### src/sv/ata_pio_lba48_read_sequencer_top_macros.svh
// assertion macros shared by the sequencer rtl
`ifndef ATA_PIO_LBA48_READ_SEQUENCER_TOP_MACROS_SVH
`define ATA_PIO_LBA48_READ_SEQUENCER_TOP_MACROS_SVH

// check a property on every clock edge outside reset
`define APLS_ASSERT(label, prop, msg) \
    label: assert property (@(posedge i_clk) disable iff (!i_rst_n) prop) else $error(msg);

// check a property on every clock edge, reset included
`define APLS_ASSERT_ALWAYS(label, prop, msg) \
    label: assert property (@(posedge i_clk) prop) else $error(msg);

`endif

### src/sv/apls_pkg.sv
// types, constants and codes of the lba48 pio read sequencer
`timescale 1ns / 1ps

package apls_pkg;

    // transfer geometry
    localparam int WORDS_PER_SECTOR  = 256;
    localparam int MAX_SECTORS       = 65535;
    localparam int BYTES_PER_SECTOR  = WORDS_PER_SECTOR * 2;
    localparam int WIS_W             = $clog2(WORDS_PER_SECTOR);
    localparam int MAX_RESULTS       = 11;
    localparam int SEQ_W             = $clog2(MAX_RESULTS);
    localparam logic [SEQ_W-1:0] SEQ_LAST = SEQ_W'(MAX_RESULTS - 1);

    // field widths
    localparam int OP_W    = 2;
    localparam int LBA_W   = 64;
    localparam int CNT_W   = 32;
    localparam int BLEN_W  = 32;
    localparam int RVAL_W  = 16;
    localparam int PORT_W  = 9;
    localparam int WVAL_W  = 8;
    localparam int WIDX_W  = 24;
    localparam int WORD_W  = 16;
    localparam int SEC_W   = 16;
    localparam int POLL_W  = 20;

    localparam logic [POLL_W-1:0] POLL_LIMIT_RST = POLL_W'(1000000);

    // port addresses
    localparam logic [PORT_W-1:0] PORT_DATA  = 9'h1F0;
    localparam logic [PORT_W-1:0] PORT_COUNT = 9'h1F2;
    localparam logic [PORT_W-1:0] PORT_LOW   = 9'h1F3;
    localparam logic [PORT_W-1:0] PORT_MID   = 9'h1F4;
    localparam logic [PORT_W-1:0] PORT_HIGH  = 9'h1F5;
    localparam logic [PORT_W-1:0] PORT_DRIVE = 9'h1F6;
    localparam logic [PORT_W-1:0] PORT_CMD   = 9'h1F7;

    // taskfile bytes and status bits
    localparam logic [WVAL_W-1:0] DRIVE_LBA_MASTER = 8'h40;
    localparam logic [WVAL_W-1:0] CMD_READ_EXT     = 8'h24;
    localparam logic [7:0]        ST_BSY           = 8'h80;
    localparam logic [7:0]        ST_DRQ           = 8'h08;
    localparam logic [7:0]        ST_DF            = 8'h20;
    localparam logic [7:0]        ST_ERR           = 8'h01;

    typedef enum logic [OP_W-1:0] {
        OP_REQ    = 2'd0,
        OP_STATUS = 2'd1,
        OP_DATA   = 2'd2,
        OP_NONE   = 2'd3
    } t_op;

    typedef enum logic [1:0] {
        PH_IDLE = 2'd0,
        PH_POLL = 2'd1,
        PH_DATA = 2'd2
    } t_phase;

    typedef enum logic [2:0] {
        K_WRITE = 3'd0,
        K_BREAD = 3'd1,
        K_WREAD = 3'd2,
        K_STORE = 3'd3,
        K_DONE  = 3'd4
    } t_kind;

    typedef enum logic [2:0] {
        ST_OK        = 3'd0,
        ST_UNSUP     = 3'd1,
        ST_SMALL_BUF = 3'd2,
        ST_DEV_ERR   = 3'd3,
        ST_TIMEOUT   = 3'd4
    } t_status;

    typedef struct packed {
        t_phase              phase;
        logic [SEC_W-1:0]    sectors_total;
        logic [SEC_W-1:0]    sector_index;
        logic [WIS_W-1:0]    word_in_sector;
        logic [POLL_W-1:0]   poll_count;
        logic [WIDX_W-1:0]   dest_index;
    } t_seq_state;

    typedef struct packed {
        t_kind               kind;
        logic [PORT_W-1:0]   port;
        logic [WVAL_W-1:0]   write_value;
        logic [WIDX_W-1:0]   word_index;
        logic [WORD_W-1:0]   word_value;
        t_status             result_status;
        logic                last;
    } t_result;

    typedef struct packed {
        t_op                 op;
        logic [LBA_W-1:0]    lba;
        logic [CNT_W-1:0]    sector_count;
        logic [BLEN_W-1:0]   buffer_len;
        logic [RVAL_W-1:0]   read_value;
    } t_item;

endpackage

### src/sv/apls_step.sv
// per-result decode: one result of the held item and the state after it
`timescale 1ns / 1ps

module apls_step
    import apls_pkg::*;
(
    input  t_item              i_item,
    input  logic [SEQ_W-1:0]   i_seq,
    input  t_seq_state         i_state,
    input  logic [POLL_W-1:0]  i_poll_limit,
    output t_result            o_result,
    output logic               o_none,
    output t_seq_state         o_next
);

    logic [7:0]             stat;
    logic [POLL_W-1:0]      limit;
    logic                   cnt_bad;
    logic                   lba_bad;
    logic [CNT_W:0]         need_bytes;
    logic                   buf_small;
    logic [SEC_W-1:0]       cnt16;
    logic                   end_sector;
    logic [SEC_W-1:0]       sec_inc;

    // request checks and status decode
    always_comb begin
        stat       = i_item.read_value[7:0];
        limit      = (i_poll_limit == '0) ? POLL_W'(1) : i_poll_limit;
        cnt_bad    = (i_item.sector_count == '0) ||
                     (i_item.sector_count > CNT_W'(MAX_SECTORS));
        lba_bad    = |i_item.lba[LBA_W-1:48];
        cnt16      = i_item.sector_count[SEC_W-1:0];
        need_bytes = (CNT_W+1)'(cnt16) * (CNT_W+1)'(BYTES_PER_SECTOR);
        buf_small  = {1'b0, i_item.buffer_len} < need_bytes;
        end_sector = (i_state.word_in_sector == WIS_W'(WORDS_PER_SECTOR - 1));
        sec_inc    = i_state.sector_index + SEC_W'(1);
    end

    // result select and next state
    always_comb begin
        o_result               = '0;
        o_result.kind          = K_WRITE;
        o_result.result_status = ST_OK;
        o_none                 = 1'b0;
        o_next                 = i_state;
        unique case (i_item.op)
            OP_REQ: begin
                if (i_state.phase != PH_IDLE) begin
                    o_none = 1'b1;
                end else if (cnt_bad || lba_bad || buf_small) begin
                    o_result.kind          = K_DONE;
                    o_result.result_status = buf_small && !cnt_bad && !lba_bad ?
                                             ST_SMALL_BUF : ST_UNSUP;
                    o_result.last          = 1'b1;
                end else begin
                    o_result.kind = K_WRITE;
                    case (i_seq)
                        4'd0: begin
                            o_result.port        = PORT_DRIVE;
                            o_result.write_value = DRIVE_LBA_MASTER;
                        end
                        4'd1: begin
                            o_result.port        = PORT_COUNT;
                            o_result.write_value = cnt16[15:8];
                        end
                        4'd2: begin
                            o_result.port        = PORT_LOW;
                            o_result.write_value = i_item.lba[31:24];
                        end
                        4'd3: begin
                            o_result.port        = PORT_MID;
                            o_result.write_value = i_item.lba[39:32];
                        end
                        4'd4: begin
                            o_result.port        = PORT_HIGH;
                            o_result.write_value = i_item.lba[47:40];
                        end
                        4'd5: begin
                            o_result.port        = PORT_COUNT;
                            o_result.write_value = cnt16[7:0];
                        end
                        4'd6: begin
                            o_result.port        = PORT_LOW;
                            o_result.write_value = i_item.lba[7:0];
                        end
                        4'd7: begin
                            o_result.port        = PORT_MID;
                            o_result.write_value = i_item.lba[15:8];
                        end
                        4'd8: begin
                            o_result.port        = PORT_HIGH;
                            o_result.write_value = i_item.lba[23:16];
                        end
                        4'd9: begin
                            o_result.port        = PORT_CMD;
                            o_result.write_value = CMD_READ_EXT;
                        end
                        default: begin
                            o_result.kind = K_BREAD;
                            o_result.port = PORT_CMD;
                            o_result.last = 1'b1;
                        end
                    endcase
                    o_next.phase          = PH_POLL;
                    o_next.sectors_total  = cnt16;
                    o_next.sector_index   = '0;
                    o_next.word_in_sector = '0;
                    o_next.dest_index     = '0;
                    o_next.poll_count     = POLL_W'(1);
                end
            end
            OP_STATUS: begin
                o_result.last = 1'b1;
                if (i_state.phase != PH_POLL) begin
                    o_none = 1'b1;
                end else if ((stat & (ST_ERR | ST_DF)) != '0) begin
                    o_result.kind          = K_DONE;
                    o_result.result_status = ST_DEV_ERR;
                    o_next.phase           = PH_IDLE;
                end else if ((stat & (ST_BSY | ST_DRQ)) == ST_DRQ) begin
                    o_result.kind         = K_WREAD;
                    o_result.port         = PORT_DATA;
                    o_next.phase          = PH_DATA;
                    o_next.word_in_sector = '0;
                end else if (i_state.poll_count >= limit) begin
                    o_result.kind          = K_DONE;
                    o_result.result_status = ST_TIMEOUT;
                    o_next.phase           = PH_IDLE;
                end else begin
                    o_result.kind     = K_BREAD;
                    o_result.port     = PORT_CMD;
                    o_next.poll_count = i_state.poll_count + POLL_W'(1);
                end
            end
            OP_DATA: begin
                if (i_state.phase != PH_DATA) begin
                    o_none = 1'b1;
                end else if (i_seq == '0) begin
                    // stored word comes first
                    o_result.kind       = K_STORE;
                    o_result.word_index = i_state.dest_index;
                    o_result.word_value = i_item.read_value;
                end else begin
                    o_result.last         = 1'b1;
                    o_next.dest_index     = i_state.dest_index + WIDX_W'(1);
                    o_next.word_in_sector = end_sector ? '0 :
                                            i_state.word_in_sector + WIS_W'(1);
                    if (!end_sector) begin
                        o_result.kind = K_WREAD;
                        o_result.port = PORT_DATA;
                    end else begin
                        o_next.sector_index = sec_inc;
                        if (sec_inc >= i_state.sectors_total) begin
                            o_result.kind          = K_DONE;
                            o_result.result_status = ST_OK;
                            o_next.phase           = PH_IDLE;
                        end else begin
                            o_result.kind     = K_BREAD;
                            o_result.port     = PORT_CMD;
                            o_next.poll_count = POLL_W'(1);
                            o_next.phase      = PH_POLL;
                        end
                    end
                end
            end
            OP_NONE: begin
                o_none = 1'b1;
            end
        endcase
    end

endmodule

### src/sv/apls_out_reg.sv
// output result register with valid/ready handshake
`timescale 1ns / 1ps

module apls_out_reg
    import apls_pkg::*;
(
    input  logic                i_clk,
    input  logic                i_rst_n,
    input  logic                i_load,
    input  t_result             i_result,
    input  logic                i_ready,
    output logic                o_free,
    output logic                o_valid,
    output logic [2:0]          o_kind,
    output logic [PORT_W-1:0]   o_port,
    output logic [WVAL_W-1:0]   o_write_value,
    output logic [WIDX_W-1:0]   o_word_index,
    output logic [WORD_W-1:0]   o_word_value,
    output logic [2:0]          o_result_status,
    output logic                o_last
);

    logic    r_valid;
    t_result r_result;

    assign o_free = !r_valid || i_ready;

    // valid flag
    always_ff @(posedge i_clk) begin
        if (!i_rst_n) begin
            r_valid <= 1'b0;
        end else if (o_free) begin
            r_valid <= i_load;
        end
    end

    // payload
    always_ff @(posedge i_clk) begin
        if (o_free && i_load) begin
            r_result <= i_result;
        end
    end

    assign o_valid         = r_valid;
    assign o_kind          = r_result.kind;
    assign o_port          = r_result.port;
    assign o_write_value   = r_result.write_value;
    assign o_word_index    = r_result.word_index;
    assign o_word_value    = r_result.word_value;
    assign o_result_status = r_result.result_status;
    assign o_last          = r_result.last;

endmodule

### src/sv/ata_pio_lba48_read_sequencer_top.sv
// Host sequencer for an ATA PIO READ SECTORS EXT transfer with 48-bit LBA.
// Each accepted item is held in an input register and its results leave one
// per clock through an output register. A status item gives one result; a
// data item gives the stored word and then the next access; a valid request
// gives eleven results (ten taskfile writes and the first status read), a
// rejected request one. Items ignored in the current phase are dropped with
// no result. The rate is set by the single result register: one result
// leaves per cycle, and a receiver that holds off stalls the input. poll_limit
// is taken on every cfg write; change it only while no transfer is running.
`timescale 1ns / 1ps

`include "ata_pio_lba48_read_sequencer_top_macros.svh"

module ata_pio_lba48_read_sequencer_top
    import apls_pkg::*;
(
    input  logic                i_clk,
    input  logic                i_rst_n,
    input  logic                i_valid,
    output logic                o_ready,
    input  logic [OP_W-1:0]     i_op,
    input  logic [LBA_W-1:0]    i_lba,
    input  logic [CNT_W-1:0]    i_sector_count,
    input  logic [BLEN_W-1:0]   i_buffer_len,
    input  logic [RVAL_W-1:0]   i_read_value,
    output logic                o_valid,
    input  logic                i_ready,
    output logic [2:0]          o_kind,
    output logic [PORT_W-1:0]   o_port,
    output logic [WVAL_W-1:0]   o_write_value,
    output logic [WIDX_W-1:0]   o_word_index,
    output logic [WORD_W-1:0]   o_word_value,
    output logic [2:0]          o_result_status,
    output logic                o_last,
    input  logic                i_cfg_valid,
    output logic                o_cfg_ready,
    input  logic [POLL_W-1:0]   i_cfg_poll_limit
);

    logic               r_in_valid;
    t_item              r_item;
    logic [SEQ_W-1:0]   r_seq;
    logic [SEQ_W-1:0]   n_seq;
    t_seq_state         r_state;
    logic [POLL_W-1:0]  r_poll_limit;

    t_result            step_res;
    logic               step_none;
    t_seq_state         step_next;
    logic               out_free;
    logic               emit;
    logic               item_done;

    // config register
    assign o_cfg_ready = 1'b1;

    always_ff @(posedge i_clk) begin
        if (!i_rst_n) begin
            r_poll_limit <= POLL_LIMIT_RST;
        end else if (i_cfg_valid) begin
            r_poll_limit <= i_cfg_poll_limit;
        end
    end

    // handshake control
    assign emit      = r_in_valid && !step_none && out_free;
    assign item_done = r_in_valid && (step_none || (out_free && step_res.last));
    assign o_ready   = !r_in_valid || item_done;
    assign n_seq     = item_done ? '0 : (emit ? r_seq + SEQ_W'(1) : r_seq);

    // input item register
    always_ff @(posedge i_clk) begin
        if (!i_rst_n) begin
            r_in_valid <= 1'b0;
        end else if (i_valid && o_ready) begin
            r_in_valid <= 1'b1;
        end else if (item_done) begin
            r_in_valid <= 1'b0;
        end
    end

    always_ff @(posedge i_clk) begin
        if (i_valid && o_ready) begin
            r_item.op           <= t_op'(i_op);
            r_item.lba          <= i_lba;
            r_item.sector_count <= i_sector_count;
            r_item.buffer_len   <= i_buffer_len;
            r_item.read_value   <= i_read_value;
        end
    end

    // result sequence counter and transfer state
    always_ff @(posedge i_clk) begin
        if (!i_rst_n) begin
            r_seq   <= '0;
            r_state <= '{phase: PH_IDLE, default: '0};
        end else begin
            r_seq <= n_seq;
            if (item_done) begin
                r_state <= step_next;
            end
        end
    end

    apls_step u_step (
        .i_item       (r_item),
        .i_seq        (r_seq),
        .i_state      (r_state),
        .i_poll_limit (r_poll_limit),
        .o_result     (step_res),
        .o_none       (step_none),
        .o_next       (step_next)
    );

    apls_out_reg u_out_reg (
        .i_clk           (i_clk),
        .i_rst_n         (i_rst_n),
        .i_load          (emit),
        .i_result        (step_res),
        .i_ready         (i_ready),
        .o_free          (out_free),
        .o_valid         (o_valid),
        .o_kind          (o_kind),
        .o_port          (o_port),
        .o_write_value   (o_write_value),
        .o_word_index    (o_word_index),
        .o_word_value    (o_word_value),
        .o_result_status (o_result_status),
        .o_last          (o_last)
    );

    // checks
    `APLS_ASSERT(a_seq_range, (r_seq <= SEQ_LAST), "result sequence index out of range")
    `APLS_ASSERT(a_seq_needs_item, (r_seq != '0 |-> r_in_valid), "sequence running with no item")
    `APLS_ASSERT(a_done_is_last, (o_valid && o_kind == K_DONE |-> o_last), "done result not last")
    `APLS_ASSERT(a_done_goes_idle, (emit && step_res.kind == K_DONE |=> r_state.phase == PH_IDLE), "done without return to idle")

endmodule
### config.mk
export PLATFORM = sky130hd
export DESIGN_NAME = ata_pio_lba48_read_sequencer_top
export DESIGN_NICKNAME = d
export VERILOG_FILES = /design/src/sv/apls_pkg.sv /design/src/sv/apls_step.sv /design/src/sv/apls_out_reg.sv /design/src/sv/ata_pio_lba48_read_sequencer_top.sv
export VERILOG_INCLUDE_DIRS = /design/src /design/src/sv
export SDC_FILE = /design/constraint.sdc
export NUM_CORES = 1
export LEC_CHECK = 0
export ABC_AREA = 1
export BUFFER_PORTS_ARGS = -buffer_cell sky130_fd_sc_hd__buf_2
export CORE_UTILIZATION = 50
export CTS_BUF_LIST = sky130_fd_sc_hd__clkbuf_8
export CTS_CLUSTER_DIAMETER = 50
export DETAILED_ROUTE_END_ITERATION = 10
export PLACE_DENSITY_LB_ADDON = 0.2
export REMOVE_ABC_BUFFERS = 1
export SLEW_MARGIN = 20
export SYNTH_ARGS = -nofsm -noshare
export SYNTH_HDL_FRONTEND = slang
export SYNTH_SLANG_ARGS = --single-unit
### constraint.sdc
create_clock -name i_clk -period 25.9 [get_ports i_clk]
set_clock_uncertainty 0.05 [all_clocks]
set_input_delay 2.59 -clock i_clk [delete_from_list [all_inputs] [get_ports i_clk]]
set_output_delay 2.59 -clock i_clk [all_outputs]
set_load 0.005 [all_outputs]
# Word-level counts from Yosys, hierarchy flattened
# Index checks and enable logic that the tools add are counted.
[op_classes] add_sub_neg=5 magnitude_cmp=4 eq_ne=28 n_mux=63 n_bitwise=6 n_reduce_logical=43
[ops] cell="$mux 86" count=2
[ops] cell="$mux 68" count=2
[ops] cell="$mux 20" count=6
[ops] cell="$pmux 28 s3" count=1
[ops] cell="$pmux 8 s10" count=1
[ops] cell="$mux 28" count=2
[ops] cell="$mux 12" count=4
[ops] cell="$pmux 24 s2" count=1
[ops] cell="$mux 9" count=4
[ops] cell="$pmux 12 s3" count=1
[ops] cell="$gt 32x16->1 const B" count=1
[ops] cell="$logic_not 32->1" count=1
[ops] cell="$lt 32x25->1" count=1
[ops] cell="$pmux 16 s2" count=1
[ops] cell="$mux 3" count=10
[ops] cell="$add 24x1->24 const B" count=1
[ops] cell="$add 20x1->20 const B" count=1
[ops] cell="$ge 20x20->1" count=1
[ops] cell="$logic_not 20->1" count=1
[ops] cell="$ne 2x2->1 const B" count=10
[ops] cell="$reduce_and 9->1" count=2
[ops] cell="$mux 17" count=1
[ops] cell="$add 16x1->16 const B" count=1
[ops] cell="$eq 4x3->1 const B" count=4
[ops] cell="37 further kinds" count=89
[totals] ff_bits=322 input_bits=171 out_inout_bits=67

# Depth between registers and ports, before layout
[logic_depth] depth_word=15 depth_mapped=20 depth_no_buf=19

# By module
# From an unflattened synthesis, not the netlist that was laid out.
[unflattened] hier_cells=1832 area_unflattened_um2=16077.9
[modules_own_cells] module="ata_pio_lba48_read_sequencer_top" instances=1 cells_each=645 area_per_inst_um2=8293.0
[modules_own_cells] module="apls_step" instances=1 cells_each=1116 area_per_inst_um2=5811.8
[modules_own_cells] module="apls_out_reg" instances=1 cells_each=71 area_per_inst_um2=1973.1

# Worst setup path before layout
# OpenSTA, ideal clock, no wires.
[synth_timing] path_kind="input port to flip-flop" startpoint="in i_ready" endpoint="reg r_item[0] in the netlist's numbering, enable pin" arrival_ns=9.543 t_required_ns=25.171 slack_ns=15.628 stages=6 n_path_buf=0 path_cell_list="nor2_1 -> inv_1 -> nand3_2 -> nand2_2 -> inv_1 -> a21oi_1"
[synth_between] elab_chain_len=6
[synth_lines] item="start, declared" line="ata_pio_lba48_read_sequencer_top.sv:27" text="input logic i_ready,"
[synth_lines] item="$logic_or 1x1->1" line="apls_out_reg.sv:26" text="assign o_free = !r_valid || i_ready;"
[synth_lines] item="$logic_and 1x1->1" line="ata_pio_lba48_read_sequencer_top.sv:67" text="assign item_done = r_in_valid && (step_none || (out_free && step_res.last));"
[synth_lines] item="$logic_or 1x1->1" line="ata_pio_lba48_read_sequencer_top.sv:67"
[synth_lines] item="$logic_and 1x1->1" line="ata_pio_lba48_read_sequencer_top.sv:67"
[synth_lines] item="$logic_or 1x1->1" line="ata_pio_lba48_read_sequencer_top.sv:68" text="assign o_ready = !r_in_valid || item_done;"
[synth_lines] item="$logic_and 1x1->1" line="ata_pio_lba48_read_sequencer_top.sv:83" text="if (i_valid && o_ready) begin"
[synth_lines] item="end, declared" line="ata_pio_lba48_read_sequencer_top.sv:41" text="t_item r_item;"
# No other way between the ends.
# A chain may end at the register's enable or synchronous reset.

# Final worst setup path
[layout_timing] startpoint="reg r_item[144] in the netlist's numbering" endpoint="out o_ready"
[layout_between] elab_chain_len=6 word_cells_on_any_way=10
[layout_lines] item="$eq 2x2->1 (tied with other cells)" line="apls_step.sv:47" text="unique case (i_item.op)"
[layout_lines] item="$pmux 4 s3" line="apls_step.sv:47"
[layout_lines] item="$logic_and 1x1->1" line="ata_pio_lba48_read_sequencer_top.sv:67"
[layout_lines] item="$logic_or 1x1->1 *" line="ata_pio_lba48_read_sequencer_top.sv:67"
[layout_lines] item="$logic_and 1x1->1 *" line="ata_pio_lba48_read_sequencer_top.sv:67"
[layout_lines] item="$logic_or 1x1->1 *" line="ata_pio_lba48_read_sequencer_top.sv:68"
[layout_lines] item="end, declared" line="ata_pio_lba48_read_sequencer_top.sv:20" text="output logic o_ready,"
# Every way passes the cells marked *; elsewhere a longest branch is shown, timed or not.

==> summary.md <==
| Metric | Value |
|---|---|
| Tot GR Track Use | 0.217 |
| Crit share post-route | 0.242 |
| # H-tree levels | 2 |
| Mean Syn Cell Area | a little under 9 um2 |
| Post-synth EDFFs | 196 |
| Status | complete, no violations |
| Critical Path Source | r_item[144]$_DFFE_PP_ |
| Setup violators final | 0 |
| Slowest-stage cell, CP | inv_1 |
| Leakage power | 7.42 nW |
| Avg Vias per Cell | 5.03 |
| Maximum buffer depth of the clock tree | 3 |
| RR Startpoint | r_item[144]$_DFFE_PP_ |
| Total grt overflow | 0 |
| WP data arrival | 3.63 ns |
| Vias in the first global route | 11200 |
| Clock latency on the worst-skew pair | 0.59 ns |
| HP Class | reg2reg |
| Setup crit start kind | register |
| Yosys reg bits | 308 |
| Post-synthesis cell type count | 51 |
| Setup_tns | 0 ns |
| Worst VDD drop | 0.0000498 V |
| Drt wl/cell | 14.2 um |
| PostCTS Resize Cnt | 0 |
| Critical path class | reg2out |
| Nets@finish | 2132 |
| Worst reg-to-reg setup slack | approximately 21 ns |
| Crit path cell chain | inv_1 -> ha_1 -> buf_4 -> inv_1 -> nor2_1 -> nor2_1 -> inv_1 -> o31ai_1 -> nand2_2 -> inv_1 -> nand2_1 -> buf_2 |
| Sequential cell area fraction in the yosys report | 0.548 |
| Hold depth | 2 |
| FILL cells | 2564 |
| Largest area contributor in the netlist | edfxtp_1 |
| Synth-to-layout area growth | 16.7% |
| Synth top cells by count | nand2_1 (326), nor2_1 (270), inv_1 (215), edfxtp_1 (196), dfxtp_1 (112) |
| Final WL | 33100 um |
| DRT antenna net count | 0 |
| Final Hold Viols | 0 |
| Initial antenna violation count | 5 |
| Vias | roughly 12000 |
| GP Congestion | 0.901 |
| Hpwl dp | 23600 um |
| Worst Path Max Fanout | 29 |
| # hold bufs at CTS | 0 |
| Io pins | 238 |
| Crit path top cell by count | inv_1 |
| Cells after synthesis | 1660 |
| Yosys warnings | 0 |
| Share of the synthesized area in the top cell type | 0.397 |
| DRC Markers | 0 |
| Clk Tree Root Cell | clkbuf_8 |
| F_max | approximately 160 MHz |
| Count leader, synth | nand2_1 |
| Area of the die | 30400 um2 |
| Fraction of layout cells with a size suffix above 1 | 0.172 |
| Worst-case reg-to-reg path depth | 13 |
| Critical path destination | o_ready |
| IO buf count | 226 |
| RSZ-0062 raised after global routing | no |
| Die Span X | 174 um |
| Reg clk slew, reported paths | 0.06 ns |
| Asr flop ratio synth | 0 |
| Worst path max stage delay | about 0.73 ns |
| Mapped Area | 14800 um2 |
| Setup Fix Bufs, Post-CTS | 0 |
| Minimum clock period after layout | 6.27 ns |
| Row Count | 62 |
| Max-Cap Viols | 0 |
| Dpl cells | 2227 |
| Pre-antenna DRT Iters | 5 |
| Clock sink count | between 300 and 400 |
| Largest net degree at the start of global routing | between 70 and 80 |
| Critical Path Sink Type | primary output |
| Reg2reg end | r_item[126]$_DFFE_PP_ |
| Starting DRT DRC Count | between 600 and 700 |
| Relative slew slack | 0.355 |
| Initial Utilization | 0.513 |
| Non-filler cells, final | 2327 |
| Final slew viol count | 0 |
| Power density cells | 62.5 nW/um2 |
| Worst path required time | 23.26 ns |
| Core area | approximately 29000 um2 |
| Die Y | 174 um |
| Synth area leaders | edfxtp_1 (40%), dfxtp_1 (15%), nand2_1 (8.2%) |
| Worst-margin pin slew | 0.966 ns |
| First-pass GRT wire length | 53400 um |
| CTS buffer count | 52 |
| Top FF cell, synth | edfxtp_1 |
| CTS tree | yes |
==> sequential cells by signal, summed over array words and instances, names as in the netlist <==
| register | flops |
|---|---|
| u_out_reg.o_write_value | 8 |
| u_out_reg.o_word_value | 16 |
| u_out_reg.o_kind | 3 |
| u_out_reg.o_last | 1 |
| r_item | 137 |
| u_out_reg.o_valid | 1 |
| r_seq | 4 |
| u_out_reg.o_port | 4 |
| r_poll_limit | 20 |
| u_out_reg.o_word_index | 24 |
| r_in_valid | 1 |
| r_state | 86 |
| u_out_reg.o_result_status | 3 |
==> logic make-up (layout without fill, tap and decap cells) <==
| family | Yosys count | in the layout | share of synthesized area |
|---|---|---|---|
| AND/OR/NAND/NOR | 784 | 784 | 0.227 |
| adder cells (fa/ha/maj) | 64 | 64 | 0.0540 |
| buffers and inverters | 270 | 551 | 0.0736 |
| XOR/XNOR | 39 | 39 | 0.0230 |
| other | 2 | 4 | 0.000506 |
| AO/OA/AOI/OAI | 193 | 193 | 0.0742 |
| flip-flops | 308 | 308 | 0.548 |
==> power by group <==
group | internal (mW) | switching, mW
registers | 0.549 | 0.0106
clock network | 0.240 | 0.193
logic | 0.0316 | 0.0588
total | 0.820 | 0.262
==> worst min path at each step <==
stage                                  start                       endpoint
5_1_grt        r_poll_limit[15]$_SDFFE_PN0P_  r_poll_limit[15]$_SDFFE_PN0P_
2_1_floorplan       r_state[45]$_SDFFE_PN0P_       r_state[45]$_SDFFE_PN0P_
3_3_place_gp        r_state[45]$_SDFFE_PN0P_       r_state[45]$_SDFFE_PN0P_
3_5_place_dp         r_state[3]$_SDFFE_PN0P_        r_state[3]$_SDFFE_PN0P_
4_1_cts              r_state[3]$_SDFFE_PN0P_        r_state[3]$_SDFFE_PN0P_
6_report        r_poll_limit[7]$_SDFFE_PN0P_   r_poll_limit[7]$_SDFFE_PN0P_
==> per-layer routing <==
layer,vias to the layer above,global-route usage,wire length (um)
met5,-,0,19
met4,4,0.0914,1120
li1,5973,-,-
met3,77,0.0525,2330
met2,375,0.372,15500
met1,5268,0.260,14100
==> worst max-delay path, delay by kind of cell (launching register included) <==
| family | cells | cell delay (ns) |
|---|---|---|
| buf+inv | 6 | 1.39 |
| compound gates | 1 | 0.42 |
| flops | 1 | 0.40 |
| simple gates | 4 | 0.63 |
| fa+ha+maj | 1 | 0.19 |
==> cells in the final DEF, fill, tap and decap left out, drive strengths merged <==
cell      Yosys  routed
a2111oi       3       3
a211oi        2       2
a21boi        1       1
a21o          1       1
a21oi        95      95
a221oi        7       7
a22o          4       4
a22oi         1       1
a311oi        1       1
a31oi         8       8
a41oi         1       1
buf          24     233
bufinv        0       4
clkbuf       26      56
clkinv        1      11
clkinvlp      0       2
conb          2       2
dfxtp       112     112
diode         0       2
edfxtp      196     196
ha           64      64
inv         219     245
nand2       332     332
nand3        89      89
nand3b        1       1
nand4        31      31
nor2        276     276
nor3         25      25
nor3b         4       4
nor4         17      17
o211ai        2       2
o21ai        53      53
o21bai        7       7
o22ai         4       4
o311ai        1       1
o31ai         2       2
or2           9       9
xor2         39      39
==> cell type report <==
class / instances / area [um2] / share of cell area
Tap cell: 384 / 480 / 0.0277
Clock buffer: 56 / 771 / 0.0445
Timing Repair Buffer: 233 / 1180 / 0.0684
Multi-Input combinational cell: 1082 / 5640 / 0.325
Clock inverter: 42 / 287 / 0.0165
Inverter: 220 / 826 / 0.0477
Antenna cell: 2 / 5.00 / 0.000289
Sequential cell: 308 / 8130 / 0.469
==> stage by stage <==
stage               hold WS [ns]  cell area (um2)  worst slack, ns  utilization  power, mW
finish                     0.429            17300            19.63        0.598       1.08
global route               0.453            17300            19.38        0.598       1.13
CTS                        0.427            17300            19.62        0.598       1.09
detailed placement         0.417            16200            19.81        0.562      0.660
global placement           0.411            16200            19.81        0.562      0.657
floorplan                  0.398            14600            15.63            -      0.624
(Power assumes the default switching activity.)
